$ cat src/hw/rtl/ecal_pkg.sv
// ecal_pkg: shared types, constants and the month-length table for the
// epoch seconds to calendar converter. No dependencies.
package ecal_pkg;

    localparam int SECONDS_BITS_DEF = 34;
    localparam int IN_SEC_W         = 34;
    localparam int US_W             = 20;
    localparam int YEAR_W           = 12;

    localparam int SECS_PER_DAY   = 86400;
    localparam int SECS_PER_HOUR  = 3600;
    localparam int SECS_PER_MIN   = 60;
    localparam int DAYS_PER_400Y  = 146097;
    localparam int YEARS_PER_ERA  = 400;
    localparam int BASE_YEAR      = 1970;
    localparam int DAYS_YEAR      = 365;
    localparam int DAYS_LEAP_YEAR = 366;
    localparam int TOD_W          = 17;

    typedef struct packed {
        logic [IN_SEC_W-1:0] epoch_seconds;
        logic [US_W-1:0]     sub_second_us;
    } t_in;

    typedef struct packed {
        logic [YEAR_W-1:0] year;
        logic [3:0]        month;
        logic [4:0]        day;
        logic [4:0]        hour;
        logic [5:0]        minute;
        logic [5:0]        second;
        logic [US_W-1:0]   microsecond;
    } t_out;

    // month index 0..11, February stretched in leap years
    function automatic logic [4:0] mon_len(input logic [3:0] m, input logic is_leap);
        logic [4:0] n;
        case (m)
            4'd1:                      n = is_leap ? 5'd29 : 5'd28;
            4'd3, 4'd5, 4'd8, 4'd10:   n = 5'd30;
            default:                   n = 5'd31;
        endcase
        return n;
    endfunction

endpackage

$ cat src/hw/rtl/ecal_cmpsub.sv
// ecal_cmpsub: shared compare-and-subtract unit used by every step of the
// converter. Depends on nothing.
module ecal_cmpsub #(
    parameter int W = 35
) (
    input  logic [W-1:0] i_a,
    input  logic [W-1:0] i_b,
    output logic         o_ge,
    output logic [W-1:0] o_diff
);
    logic [W:0] w_sub;

    assign w_sub  = {1'b0, i_a} - {1'b0, i_b};
    assign o_ge   = ~w_sub[W];
    assign o_diff = w_sub[W-1:0];
endmodule

$ cat src/hw/rtl/epoch_seconds_to_calendar.sv
// epoch_seconds_to_calendar: Unix seconds to Gregorian date and time of day.
// Uses ecal_pkg and ecal_cmpsub.
//
// Input channel i_in / i_in_valid / o_in_stall carries one t_in beat: whole
// seconds since 1970-01-01 and a microsecond fraction. Output channel
// o_out / o_out_valid / i_out_stall carries one t_out beat per input beat.
// A beat moves at a rising edge where valid is high and stall is low.
//
// One compare-and-subtract unit does all the work under a small sequencer:
//   seconds / 86400 by restoring division
//   400-year spans removed by division
//   single years removed one at a time
//   months removed
//   hours, then minutes removed
// o_in_stall is high from acceptance until the result is loaded into the
// output register; the next beat may then enter while that result waits.
// If the output register is still full and stalled the sequencer holds its last step.
// Reset clears the sequencer and the output valid; nothing else.
module epoch_seconds_to_calendar
    import ecal_pkg::*;
#(
    parameter int SECONDS_BITS = SECONDS_BITS_DEF
) (
    input  logic i_clk,
    input  logic i_rst_n,
    input  t_in  i_in,
    input  logic i_in_valid,
    output logic o_in_stall,
    output t_out o_out,
    output logic o_out_valid,
    input  logic i_out_stall
);
    localparam int W  = SECONDS_BITS + 1;
    localparam int QB = SECONDS_BITS - 16;
    localparam int KW = $clog2(QB);
    localparam logic [W-1:0] SEC_MASK = {W{1'b1}} >> (W - SECONDS_BITS);

    localparam logic [2:0] S_IDLE = 3'd0;
    localparam logic [2:0] S_DDAY = 3'd1;
    localparam logic [2:0] S_DERA = 3'd2;
    localparam logic [2:0] S_YEAR = 3'd3;
    localparam logic [2:0] S_MON  = 3'd4;
    localparam logic [2:0] S_HOUR = 3'd5;
    localparam logic [2:0] S_MIN  = 3'd6;

    logic [2:0]        r_state, n_state;
    logic [W-1:0]      r_acc, n_acc;
    logic [KW-1:0]     r_k, n_k;
    logic [QB-1:0]     r_q, n_q;
    logic [TOD_W-1:0]  r_tod, n_tod;
    logic [YEAR_W-1:0] r_year, n_year;
    logic [1:0]        r_y4, n_y4;
    logic [6:0]        r_y100, n_y100;
    logic [8:0]        r_y400, n_y400;
    logic [3:0]        r_mon, n_mon;
    logic [4:0]        r_day, n_day;
    logic [4:0]        r_hour, n_hour;
    logic [5:0]        r_min, n_min;
    logic [US_W-1:0]   r_us, n_us;
    t_out              r_out, n_out;
    logic              r_out_valid, n_out_valid;

    logic [W-1:0] w_b;
    logic [W-1:0] w_diff;
    logic         w_ge;
    logic         w_leap;
    logic         w_out_free;

    ecal_cmpsub #(.W(W)) u_cmpsub (
        .i_a    (r_acc),
        .i_b    (w_b),
        .o_ge   (w_ge),
        .o_diff (w_diff)
    );

    assign w_leap     = ((r_y4 == 2'd0) && (r_y100 != 7'd0)) || (r_y400 == 9'd0);
    assign w_out_free = !r_out_valid || !i_out_stall;
    assign o_in_stall = (r_state != S_IDLE);
    assign o_out      = r_out;
    assign o_out_valid = r_out_valid;

    always_comb begin
        unique case (r_state)
            S_DDAY:  w_b = W'(SECS_PER_DAY) << r_k;
            S_DERA:  w_b = W'(DAYS_PER_400Y) << r_k;
            S_YEAR:  w_b = w_leap ? W'(DAYS_LEAP_YEAR) : W'(DAYS_YEAR);
            S_MON:   w_b = W'(mon_len(r_mon, w_leap));
            S_HOUR:  w_b = W'(SECS_PER_HOUR);
            S_MIN:   w_b = W'(SECS_PER_MIN);
            default: w_b = '0;
        endcase
    end

    always_comb begin
        n_state     = r_state;
        n_acc       = r_acc;
        n_k         = r_k;
        n_q         = r_q;
        n_tod       = r_tod;
        n_year      = r_year;
        n_y4        = r_y4;
        n_y100      = r_y100;
        n_y400      = r_y400;
        n_mon       = r_mon;
        n_day       = r_day;
        n_hour      = r_hour;
        n_min       = r_min;
        n_us        = r_us;
        n_out       = r_out;
        n_out_valid = r_out_valid && i_out_stall;

        unique case (r_state)
            S_IDLE: begin
                if (i_in_valid) begin
                    n_acc   = W'(i_in.epoch_seconds) & SEC_MASK;
                    n_us    = i_in.sub_second_us;
                    n_k     = KW'(QB - 1);
                    n_q     = '0;
                    n_year  = YEAR_W'(BASE_YEAR);
                    n_y4    = 2'(BASE_YEAR % 4);
                    n_y100  = 7'(BASE_YEAR % 100);
                    n_y400  = 9'(BASE_YEAR % YEARS_PER_ERA);
                    n_mon   = '0;
                    n_hour  = '0;
                    n_min   = '0;
                    n_state = S_DDAY;
                end
            end
            S_DDAY: begin
                if (w_ge) begin
                    n_acc      = w_diff;
                    n_q[r_k]   = 1'b1;
                end
                if (r_k == '0) begin
                    n_tod   = n_acc[TOD_W-1:0];
                    n_acc   = W'(n_q);
                    n_k     = KW'(QB - 1);
                    n_state = S_DERA;
                end else begin
                    n_k = r_k - 1'b1;
                end
            end
            S_DERA: begin
                if (w_ge) begin
                    n_acc  = w_diff;
                    n_year = r_year + (YEAR_W'(YEARS_PER_ERA) << r_k);
                end
                if (r_k == '0) begin
                    n_state = S_YEAR;
                end else begin
                    n_k = r_k - 1'b1;
                end
            end
            S_YEAR: begin
                if (w_ge) begin
                    n_acc  = w_diff;
                    n_year = r_year + 1'b1;
                    n_y4   = r_y4 + 1'b1;
                    n_y100 = (r_y100 == 7'd99) ? 7'd0 : r_y100 + 1'b1;
                    n_y400 = (r_y400 == 9'(YEARS_PER_ERA - 1)) ? 9'd0 : r_y400 + 1'b1;
                end else begin
                    n_state = S_MON;
                end
            end
            S_MON: begin
                if (w_ge && (r_mon != 4'd11)) begin
                    n_acc = w_diff;
                    n_mon = r_mon + 1'b1;
                end else begin
                    n_day   = r_acc[4:0] + 5'd1;
                    n_acc   = W'(r_tod);
                    n_state = S_HOUR;
                end
            end
            S_HOUR: begin
                if (w_ge) begin
                    n_acc  = w_diff;
                    n_hour = r_hour + 1'b1;
                end else begin
                    n_state = S_MIN;
                end
            end
            S_MIN: begin
                if (w_ge) begin
                    n_acc = w_diff;
                    n_min = r_min + 1'b1;
                end else if (w_out_free) begin
                    n_out.year        = r_year;
                    n_out.month       = r_mon + 4'd1;
                    n_out.day         = r_day;
                    n_out.hour        = r_hour;
                    n_out.minute      = r_min;
                    n_out.second      = r_acc[5:0];
                    n_out.microsecond = r_us;
                    n_out_valid       = 1'b1;
                    n_state           = S_IDLE;
                end
            end
            default: begin
                n_state = S_IDLE;
            end
        endcase
    end

    always_ff @(posedge i_clk) begin
        if (!i_rst_n) begin
            r_state     <= S_IDLE;
            r_out_valid <= 1'b0;
        end else begin
            r_state     <= n_state;
            r_out_valid <= n_out_valid;
        end
        r_acc  <= n_acc;
        r_k    <= n_k;
        r_q    <= n_q;
        r_tod  <= n_tod;
        r_year <= n_year;
        r_y4   <= n_y4;
        r_y100 <= n_y100;
        r_y400 <= n_y400;
        r_mon  <= n_mon;
        r_day  <= n_day;
        r_hour <= n_hour;
        r_min  <= n_min;
        r_us   <= n_us;
        r_out  <= n_out;
    end
endmodule
$ cat config.mk
export PLATFORM = sky130hd
export DESIGN_NAME = epoch_seconds_to_calendar
export DESIGN_NICKNAME = d
export VERILOG_FILES = /design/src/hw/rtl/ecal_pkg.sv /design/src/hw/rtl/ecal_cmpsub.sv /design/src/hw/rtl/epoch_seconds_to_calendar.sv
export SDC_FILE = /design/constraint.sdc
export NUM_CORES = 1
export LEC_CHECK = 0
export ABC_AREA = 1
export BUFFER_PORTS_ARGS = -buffer_cell sky130_fd_sc_hd__buf_4
export CORE_MARGIN = 5
export CORE_UTILIZATION = 63
export CTS_CLUSTER_SIZE = 24
export DETAILED_ROUTE_END_ITERATION = 6
export GPL_TIMING_DRIVEN = 1
export PLACE_DENSITY = 0.84
export SLEW_MARGIN = 20
export SYNTH_ARGS = -nofsm -noshare
export SYNTH_HDL_FRONTEND = slang
export SYNTH_SLANG_ARGS = --single-unit
$ cat constraint.sdc
create_clock -name i_clk -period 8.7 [get_ports i_clk]
set_input_delay 0.87 -clock i_clk [delete_from_list [all_inputs] [get_ports i_clk]]
set_output_delay 0.87 -clock i_clk [all_outputs]
set_load 0.02 [all_outputs]
==> impl_metrics.csv, run 1 <==
group,metric,value,unit
setup_path,rr_startpoint,"r_state[1]",
synth,ys_seq_area_share,44.6,%
cts,clock-root-buffer,"clkbuf_16",
detailed_routing,drtAntennaViolNets,0,
floorplanning,fp.dieH,158,um
grt,grt_first_pass_wirelength,66.4,mm
timing,relSlewSlack,22.8,%
cells_and_area,nNetsFinal,2002,
setup_path,cp_top_family,"simple AND/OR/NAND/NOR gates",
cts,cts_buffers,22,
cells_and_area,post-route-util,71.7,%
timing,period_share,79.8,%
timing,skew,15.9,ps
run_status,status,"finished clean",
floorplanning,start_util,63.6,%
cells_and_area,final_cell_count_no_fill,2172,
synth,synth_area,0.0138,mm^2
placed_design,dp_cells,2133,
setup_path,crit_path_end_kind,"flip-flop",
synth,synth_flop_cell,"edfxtp_1",
detailed_routing,routed_wl,43.1,mm
power_and_ir_drop,total_power,7.03,mW
synth,synth_cells,1766,
placed_design,port_buffers,117,
cts,cts.repair.resized,0,
grt,antenna_found_initial,0,
cts,tritoncts,"built",
floorplanning,num_io_pins,118,
setup_path,critPathKind,"reg2reg",
cts,htree_levels,1,
synth,yosys.area.top_type,"edfxtp_1",
cells_and_area,layout-drive-gt1-share,11.8,%
synth,synth_edf_count,203,
synth,synth_warnings,0,
cts,postCtsSetupRepairBufs,0,
floorplanning,chipWidth,158,um
cts,clk_pin_slew,60,ps
power_and_ir_drop,power_density,451,mW/mm^2
hold_path,whs_path_depth,0,
placed_design,hpwl,32.6,mm
placed_design,routabilityCongestion,1.01,
timing,period_minus_slack,6940,ps
setup_path,cp_cell_sequence,"inv_2, nor2_2, nand2_2, nand2_2, inv_1, nor2_2, inv_2, nor2_2, nand2_1, o21ai_0, inv_1, ha_1, nand2_1, inv_2, a21oi_1, o21ai_1, a21oi_4, buf_4, nand2_8, inv_2, nand2_1, nor2_4, buf_4",
timing,rsz0062_at_grt,"no",
setup_path,path_common_cell,"inv_2",
synth,ys_async_sr_fraction,0,%
timing,hold_viol,0,
timing,fmaxAchievable,0.144,GHz
setup_path,worst_setup_path_start_kind,"flip-flop",
cts,cts-hold-fix-buffers,0,
grt,groute.usage.overall,34.1,%
setup_path,regToRegSetupSlack,1760,ps
grt,grt_start_max_net_pins,73,
setup_path,startpoint,"r_state[1]",
cts,cts.sinks,207,
synth,avgSynthCellArea,7.84,um^2
synth,synth-simple-area-share,30.4,%
setup_path,path_buf_inv,8,
floorplanning,num_rows,54,
synth,synth_compound_area_share,7.89,%
synth,synthMuxAreaShare,0.145,%
timing,setup_viol,0,
power_and_ir_drop,p_leak,7.16,nW
hold_path,hp-start,"r_day[4]",
detailed_routing,first_pass_iters,6,
job,maxCapViolations,0,
hold_path,hp-class,"reg2reg",
grt,gr-total-overflow,0,
setup_path,crit_slowest_cell,"buf_4",
setup_path,reg2reg_to,"o_out[38]",
synth,synth_seq_cells,207,
cts,clk_path_buf_depth,3,
timing,tightest_slew,1140,ps
detailed_routing,via_per_inst,5.97,
cells_and_area,diodes,0,
floorplanning,fp.dieArea,0.0250,mm^2
synth,synth_area_leaders,"edfxtp_1 44%, nand2_1 14%, inv_1 6.8%",
setup_path,reg2regPathDepth,23,
timing,final_max_slew_viol_count,0,
synth,synth-xor-area-share,1.90,%
synth,syn_nets,1891,
detailed_routing,drc,0,
setup_path,cp.arrival,7100,ps
detailed_routing,wl_per_cell,19.8,um
cells_and_area,syn_to_final_growth,12.7,%
power_and_ir_drop,ir_drop,0.260,mV
synth,synthAdderAreaFrac,6.11,%
setup_path,worst_path_largest_cell_delay,560,ps
grt,grt_pass1_vias,12300,
detailed_routing,vias,13000,
synth,synth_cell_types,55,
timing,tns,0,ps
hold_path,holdPathEnd,"o_out[41]",
floorplanning,coreArea,0.0218,mm^2
synth,synth.top_cell.area_share,44.1,%
setup_path,path_max_fanout,72,
cts,insertion_delay,530,ps
setup_path,cp.required,8860,ps
detailed_routing,drt_first_iter_violations,1606,
synth,synth_top_family_by_area,"simple AND/OR/NAND/NOR gates",
==> state kept, by name, summed over array words and instances, names as in the netlist, 6 cells and up <==
| register | flops |
|---|---|
| r_q | 18 |
| r_y400 | 9 |
| r_min | 6 |
| r_year | 12 |
| r_y100 | 7 |
| o_out | 58 |
| r_tod | 17 |
| r_acc | 35 |
| r_us | 20 |
==> stage by stage <==
| step | instance area (um^2) | worst slack, ps | hold slack, ps |
|---|---|---|---|
| after floorplan | 13800 | 2750 | 400 |
| after global placement | 14900 | 2210 | 401 |
| after detailed placement | 14900 | 1960 | 405 |
| after CTS | 15600 | 1930 | 419 |
| after global routing | 15600 | 1400 | 422 |
| final | 15600 | 1760 | 417 |
==> synthesized netlist by cell type, types with 18 or more instances <==
cell,count
a21oi_1,66
nand3b_1,24
edfxtp_1,203
nand3_1,142
nand2_1,509
nor2_1,170
clkbuf_1,18
inv_2,18
inv_1,252
and2_1,18
ha_1,66
nand4_1,40
o21ai_0,72
==> power by group <==
part | switching, mW | internal (mW)
combinational | 3.01 | 1.35
sequential | 0.227 | 1.57
clock | 0.405 | 0.474
==> worst reg2reg max path, delay by kind of cell, from the launching register on <==
| kind | cells | cell delay [ps] |
|---|---|---|
| AO/OA/AOI/OAI | 4 | 650 |
| adder cells (fa/ha/maj) | 1 | 360 |
| buffers and inverters | 8 | 1980 |
| flip-flops | 1 | 440 |
| AND/OR/NAND/NOR | 10 | 3110 |
==> final cells by class <==
| cell class | instances | area [um^2] |
|---|---|---|
| timing repair buffer | 127 | 953 |
| tap | 280 | 350 |
| fill | 1662 | 6160 |
| clock buffer | 27 | 569 |
| inverter | 271 | 1020 |
| clock inverter | 12 | 98.8 |
| sequential | 207 | 6180 |
| multi-input combinational | 1248 | 6430 |
==> cells in the final DEF, fill, tap and decap left out, drive strengths merged, types with 2 or more instances in the layout <==
| cell | instances |
|---|---|
| o21bai | 6 |
| a22oi | 2 |
| ha | 66 |
| clkbuf | 27 |
| o21ai | 78 |
| o221ai | 5 |
| o21a | 4 |
| clkinv | 9 |
| mux2i | 2 |
| nand3 | 144 |
| a31oi | 6 |
| xnor2 | 14 |
| nor3b | 2 |
| xor2 | 16 |
| o2111ai | 4 |
| clkinvlp | 2 |
| nand4 | 40 |
| nor3 | 13 |
| nand2 | 520 |
| a211oi | 2 |
| dfxtp | 4 |
| edfxtp | 203 |
| buf | 127 |
| and2 | 18 |
| and3 | 2 |
| or2 | 15 |
| a21oi | 70 |
| o211ai | 3 |
| a21boi | 2 |
| nor4 | 3 |
| o22ai | 4 |
| nand3b | 24 |
| nor2 | 179 |
| inv | 272 |
==> routing by layer <==
metal	up-vias	share of wire, %	track usage, %
met5	-	0	0
met4	0	5.1	15.2
met3	146	10	4.48
met2	859	45	55.4
met1	5929	39	45.9
li1	6036	-	-
==> cells by family (layout without fill, tap and decap cells) <==
family | after synthesis | after routing
flops | 207 | 207
fa+ha+maj | 67 | 67
simple gates | 960 | 960
xor+xnor | 30 | 30
mux | 2 | 2
buf+inv | 311 | 437
compound gates | 189 | 189
==> worst max path at each step <==
stage | to | slack, ps | cells past startpoint
2_1_floorplan | o_out[0] | 2750 | 22
3_3_place_gp | o_out[23] | 2210 | 23
3_5_place_dp | o_out[23] | 1960 | 23
4_1_cts | o_out[38] | 1930 | 23
5_1_grt | o_out[23] | 1400 | 23
6_report | o_out[38] | 1760 | 23
Power figures use the tool's default switching activity.
==> inputs of run 2 (changes only) <==
Settings changed: CORE_UTILIZATION 63 to 61, PLACE_DENSITY 0.84 to 0.81.
Clock period 8.7 ns to 6.94 ns, I/O delays scaled along.
==> run 2 against run 1 <==
- the flow now finishes with violations (DRC)
- hold slack got worse by 72 ps
- global-route usage decreased by 2.5 points
- cell count increased by 0.51%
- sequential power rose by 23%
- worst setup slack got worse by 480 ps
- largest power group unchanged
==> impl_metrics.csv, run 2 (same netlist as run 1, synthesis figures left out) <==
group,metric,value,unit
run_status,status,"complete, but fails checks",
run_status,violations,"DRC",
timing,tns,0,ps
detailed_routing,vias,12700,
cts,tritoncts,"built",
power_and_ir_drop,power_density,562,mW/mm^2
timing,setup_viol,0,
timing,period_minus_slack,5670,ps
detailed_routing,routed_wl,41.7,mm
power_and_ir_drop,total_power,8.81,mW
timing,hold_viol,0,
cells_and_area,design_area,0.0157,mm^2
detailed_routing,drtAntennaViolNets,0,
cells_and_area,layout-drive-gt1-share,12.0,%
hold_path,holdPathEnd,"r_us[7]",
floorplanning,num_io_pins,118,
cts,postCtsSetupRepairBufs,0,
detailed_routing,via_per_inst,5.81,
placed_design,dpl-instance-area,0.0150,mm^2
timing,relSlewSlack,45.5,%
setup_path,regToRegSetupSlack,1270,ps
cts,insertion_delay,530,ps
power_and_ir_drop,ir_drop,0.349,mV
cells_and_area,post-route-util,69.7,%
timing,skew,19.7,ps
grt,antenna_found_initial,0,
grt,groute.usage.overall,31.5,%
cells_and_area,final_cell_count_no_fill,2183,
setup_path,reg2regPathDepth,29,
placed_design,dp_cells,2143,
setup_path,cp.arrival,5810,ps
cells_and_area,diodes,0,
power_and_ir_drop,internal_power,4.32,mW
cts,cts_buffers,23,
job,maxCapViolations,0,
timing,tightest_slew,815,ps
setup_path,path_max_fanout,58,
cells_and_area,final_common_cell,"nand2_1",
timing,fmaxAchievable,0.176,GHz
setup_path,path_common_cell,"nand2_1",
cts,cts-hold-fix-buffers,0,
setup_path,worst_setup_path_start_kind,"flip-flop",
cts,cts.repair.resized,0,
floorplanning,start_util,61.5,%
cts,clock-root-buffer,"clkbuf_16",
cts,clk_pin_slew,60,ps
cells_and_area,layout_common_cells,"509 x nand2_1, 252 x inv_1, 203 x edfxtp_1, 168 x nor2_1, 142 x nand3_1",
floorplanning,fp.dieH,161,um
cts,htree_levels,1,
floorplanning,fp.dieArea,0.0258,mm^2
setup_path,crit_path_end_kind,"flip-flop",
cells_and_area,largest_reg_flops,58,
setup_path,cp.required,7080,ps
setup_path,worst_path_largest_cell_delay,610,ps
placed_design,hpwl,31.3,mm
floorplanning,chipWidth,161,um
hold_path,hp-class,"in2reg",
timing,whs,345,ps
power_and_ir_drop,power_frac_seq,25.1,%
cts,cts.sinks,207,
setup_path,rr_startpoint,"r_state[1]",
power_and_ir_drop,clock_power_share,13.2,%
floorplanning,num_rows,55,
setup_path,crit_slowest_cell,"buf_4",
hold_path,hp-start,"i_in[7]",
power_and_ir_drop,p_switching,4.49,mW
detailed_routing,drc,1,
timing,fin_ws,1270,ps
grt,gr-total-overflow,0,
cells_and_area,nNetsFinal,2008,
placed_design,routabilityCongestion,1.02,
floorplanning,coreArea,0.0225,mm^2
setup_path,critPathKind,"reg2reg",
power_and_ir_drop,swShare,51.0,%
detailed_routing,drt_first_iter_violations,1416,
power_and_ir_drop,comb_power_share,61.7,%
cts,clk_path_buf_depth,3,
timing,rsz0062_at_grt,"no",
placed_design,port_buffers,117,
detailed_routing,wl_per_cell,19.1,um
grt,grt_start_max_net_pins,59,
detailed_routing,first_pass_iters,7,
cells_and_area,fillers,1797,
grt,grt_first_pass_wirelength,64.9,mm
timing,final_max_slew_viol_count,0,
timing,period_share,81.7,%
cells_and_area,syn_to_final_growth,13.3,%
power_and_ir_drop,p_leak,7.21,nW
placed_design,pre_cts_ws,1490,ps
hold_path,whs_path_depth,1,
grt,grt_pass1_vias,11900,
setup_path,reg2reg_to,"o_out[39]",
==> run 2: changes by cell type in the layout (fill, tap and decap cells not counted), moves of 2 or more <==
cell	previous run	this run
buf_4	127	132
clkbuf_1	5	1
clkinv_1	3	8
clkinv_2	4	2
clkinv_4	1	3
inv_6	2	0
==> run 2: how the worst max path moves through the flow <==
stage | start | endpoint | cells past startpoint
floorplan | r_state[1] | o_out[0] | 22
global placement | r_state[1] | o_out[25] | 29
detailed placement | r_state[1] | o_out[23] | 29
CTS | r_state[1] | o_out[21] | 29
global route | r_state[1] | o_out[21] | 29
finish | r_state[1] | o_out[39] | 29
==> run 2: layout make-up <==
class                      count  area (um^2)  area share (%)
tap                          285          357            2.27
sequential                   207         6180            39.4
inverter                     271         1020            6.49
timing repair buffer         132          991            6.32
clock buffer                  24          579            3.69
clock inverter                16          128           0.814
multi-input combinational   1248         6430            41.0
==> run 2: layer usage <==
layer,global-route usage [%],part of all wire [%]
met1,41.8,40
met2,54.7,49
met3,4.16,9.0
met4,8.88,2.8
met5,0,0
==> run 2: critical path, delay by kind of cell, from the launching register on <==
| kind | cells | cell delay (ps) |
|---|---|---|
| flip-flops | 1 | 420 |
| buffers and inverters | 9 | 1590 |
| adder cells (fa/ha/maj) | 2 | 560 |
| AND/OR/NAND/NOR | 15 | 2010 |
| AO/OA/AOI/OAI | 3 | 670 |
==> run 2: power groups by stage <==
stage	clock network, mW	registers, mW	logic, mW
final	1.16	2.21	5.44
after floorplan	0	2.13	4.09
after global placement	0	2.21	5.20
after detailed placement	0	2.22	5.31
after CTS	1.17	2.20	5.34
after global routing	1.23	2.24	6.04
==> inputs of run 3 (changes only) <==
Clock period 6.94 ns to 5.8 ns, I/O delays scaled along.
==> run 3 against run 2 <==
- the run now ends clean
- cell area up 0.89%
- sequential share of layout area is 0.35 points lower
- cell count grew 0.27%
- flip-flop and latch count stayed put
- clock skew rose by 4.6 ps
- first-iteration DRC count grew 14%
- count of clock-buffer cells in the layout increased by 4
- sequential power rose by 19%
- critical path depth up 2
- combinational power increased by 24%
- critical path type unchanged
- highest routed layer unchanged
==> impl_metrics.csv, run 3 (same netlist as run 1, synthesis figures left out) <==
group,metric,value,unit
run_status,status,"finished clean",
cells_and_area,post-route-util,70.3,%
setup_path,cp.required,6170,ps
grt,grt_start_max_net_pins,47,
detailed_routing,vias,12800,
setup_path,regToRegSetupSlack,650,ps
grt,grt_first_pass_wirelength,68.8,mm
hold_path,hp-class,"in2reg",
floorplanning,num_io_pins,118,
power_and_ir_drop,ir_drop,0.445,mV
grt,groute.usage.overall,33.6,%
timing,skew,24.3,ps
placed_design,port_buffers,117,
cells_and_area,syn_to_final_growth,14.3,%
floorplanning,start_util,61.5,%
timing,rsz0062_at_grt,"no",
cts,insertion_delay,540,ps
detailed_routing,drc,0,
timing,hold_viol,0,
setup_path,startpoint,"r_state[1]",
cells_and_area,design_area,0.0158,mm^2
timing,period_share,88.8,%
setup_path,reg2regPathDepth,31,
cells_and_area,layout-drive-gt1-share,12.4,%
cts,cts.sinks,207,
detailed_routing,first_pass_iters,6,
setup_path,critPathKind,"reg2reg",
grt,gr-total-overflow,0,
cts,clk_path_buf_depth,3,
floorplanning,chipWidth,161,um
setup_path,reg2reg_to,"r_acc[33]",
timing,setup_viol,0,
timing,whs,216,ps
timing,tns,0,ps
power_and_ir_drop,power_density,692,mW/mm^2
setup_path,worst_setup_path_start_kind,"flip-flop",
timing,fin_ws,649,ps
floorplanning,num_rows,55,
detailed_routing,drt_first_iter_violations,1608,
placed_design,routabilityCongestion,1.04,
setup_path,cp.arrival,5520,ps
detailed_routing,drtAntennaViolNets,0,
cts,clock-root-buffer,"clkbuf_16",
hold_path,holdPathEnd,"r_us[12]",
hold_path,hp-start,"i_in[12]",
setup_path,path_common_cell,"nand2_1",
setup_path,crit_path_end_kind,"flip-flop",
power_and_ir_drop,total_power,10.9,mW
setup_path,worst_path_largest_cell_delay,420,ps
timing,period_minus_slack,5150,ps
cells_and_area,diodes,0,
floorplanning,fp.dieH,161,um
cells_and_area,final_common_cell,"nand2_1",
timing,tightest_slew,850,ps
cts,cts_buffers,23,
timing,final_max_slew_viol_count,0,
detailed_routing,routed_wl,43.9,mm
cts,postCtsSetupRepairBufs,0,
cts,cts-hold-fix-buffers,0,
cts,cts.repair.resized,0,
cells_and_area,nNetsFinal,2012,
floorplanning,fp.dieArea,0.0258,mm^2
cts,tritoncts,"built",
job,maxCapViolations,0,
placed_design,dp_cells,2147,
cells_and_area,layout_common_cells,"509 x nand2_1, 252 x inv_1, 203 x edfxtp_1, 168 x nor2_1, 142 x nand3_1",
cts,clk_pin_slew,70,ps
timing,relSlewSlack,43.2,%
detailed_routing,wl_per_cell,20.1,um
setup_path,crit_slowest_cell,"dfxtp_1",
cts,htree_levels,1,
hold_path,whs_path_depth,1,
grt,grt_pass1_vias,12300,
placed_design,hpwl,33.5,mm
cells_and_area,largest_reg_flops,58,
placed_design,pre_cts_ws,806,ps
setup_path,path_max_fanout,26,
detailed_routing,via_per_inst,5.85,
cells_and_area,final_cell_count_no_fill,2189,
grt,antenna_found_initial,0,
placed_design,dpl-instance-area,0.0150,mm^2
power_and_ir_drop,p_leak,7.28,nW
setup_path,rr_startpoint,"r_state[1]",
floorplanning,coreArea,0.0225,mm^2
timing,fmaxAchievable,0.194,GHz
[run 3: cell count changes in the layout (fill, tap and decap cells not counted), sizes merged]
cell,previous run,this run
clkbuf,24,28
clkinv,13,6
bufinv,1,4
clkinvlp,2,1
buf,132,136
inv,271,274
[run 3: report_power, final]
group          total [mW]  switching (mW)  internal (mW)
registers            2.64           0.293           2.35
logic                6.73            4.66           2.07
clock network        1.57           0.638          0.934
[run 3: worst max-delay path by stage]
stage	end	slack, ps	depth (start not counted)
6_report	r_acc[33]	650	31
5_1_grt	o_out[20]	190	24
4_1_cts	o_out[22]	760	27
3_5_place_dp	o_out[25]	810	27
3_3_place_gp	r_mon[2]	900	29
2_1_floorplan	o_out[0]	820	22
[run 3: routing by layer]
metal | share of wire [%] | global-route usage (%)
met1 | 40 | 45.4
met2 | 47 | 56.4
met3 | 9.3 | 5.31
met4 | 3.3 | 10.1
met5 | 0 | 0
[run 3: layout make-up]
class,instances,area [um^2]
fill,1778,6680
multi-input combinational,1248,6430
sequential,207,6180
timing repair buffer,136,1030
inverter,271,1020
clock buffer,28,604
tap,285,357
clock inverter,14,199
[run 3: worst max-delay path: cells and delay by family, from the launching register on]
kind                     cells  cell delay, ps
AND/OR/NAND/NOR             16            2060
AO/OA/AOI/OAI                4             690
buffers and inverters        9            1240
flip-flops                   1             420
adder cells (fa/ha/maj)      2             560
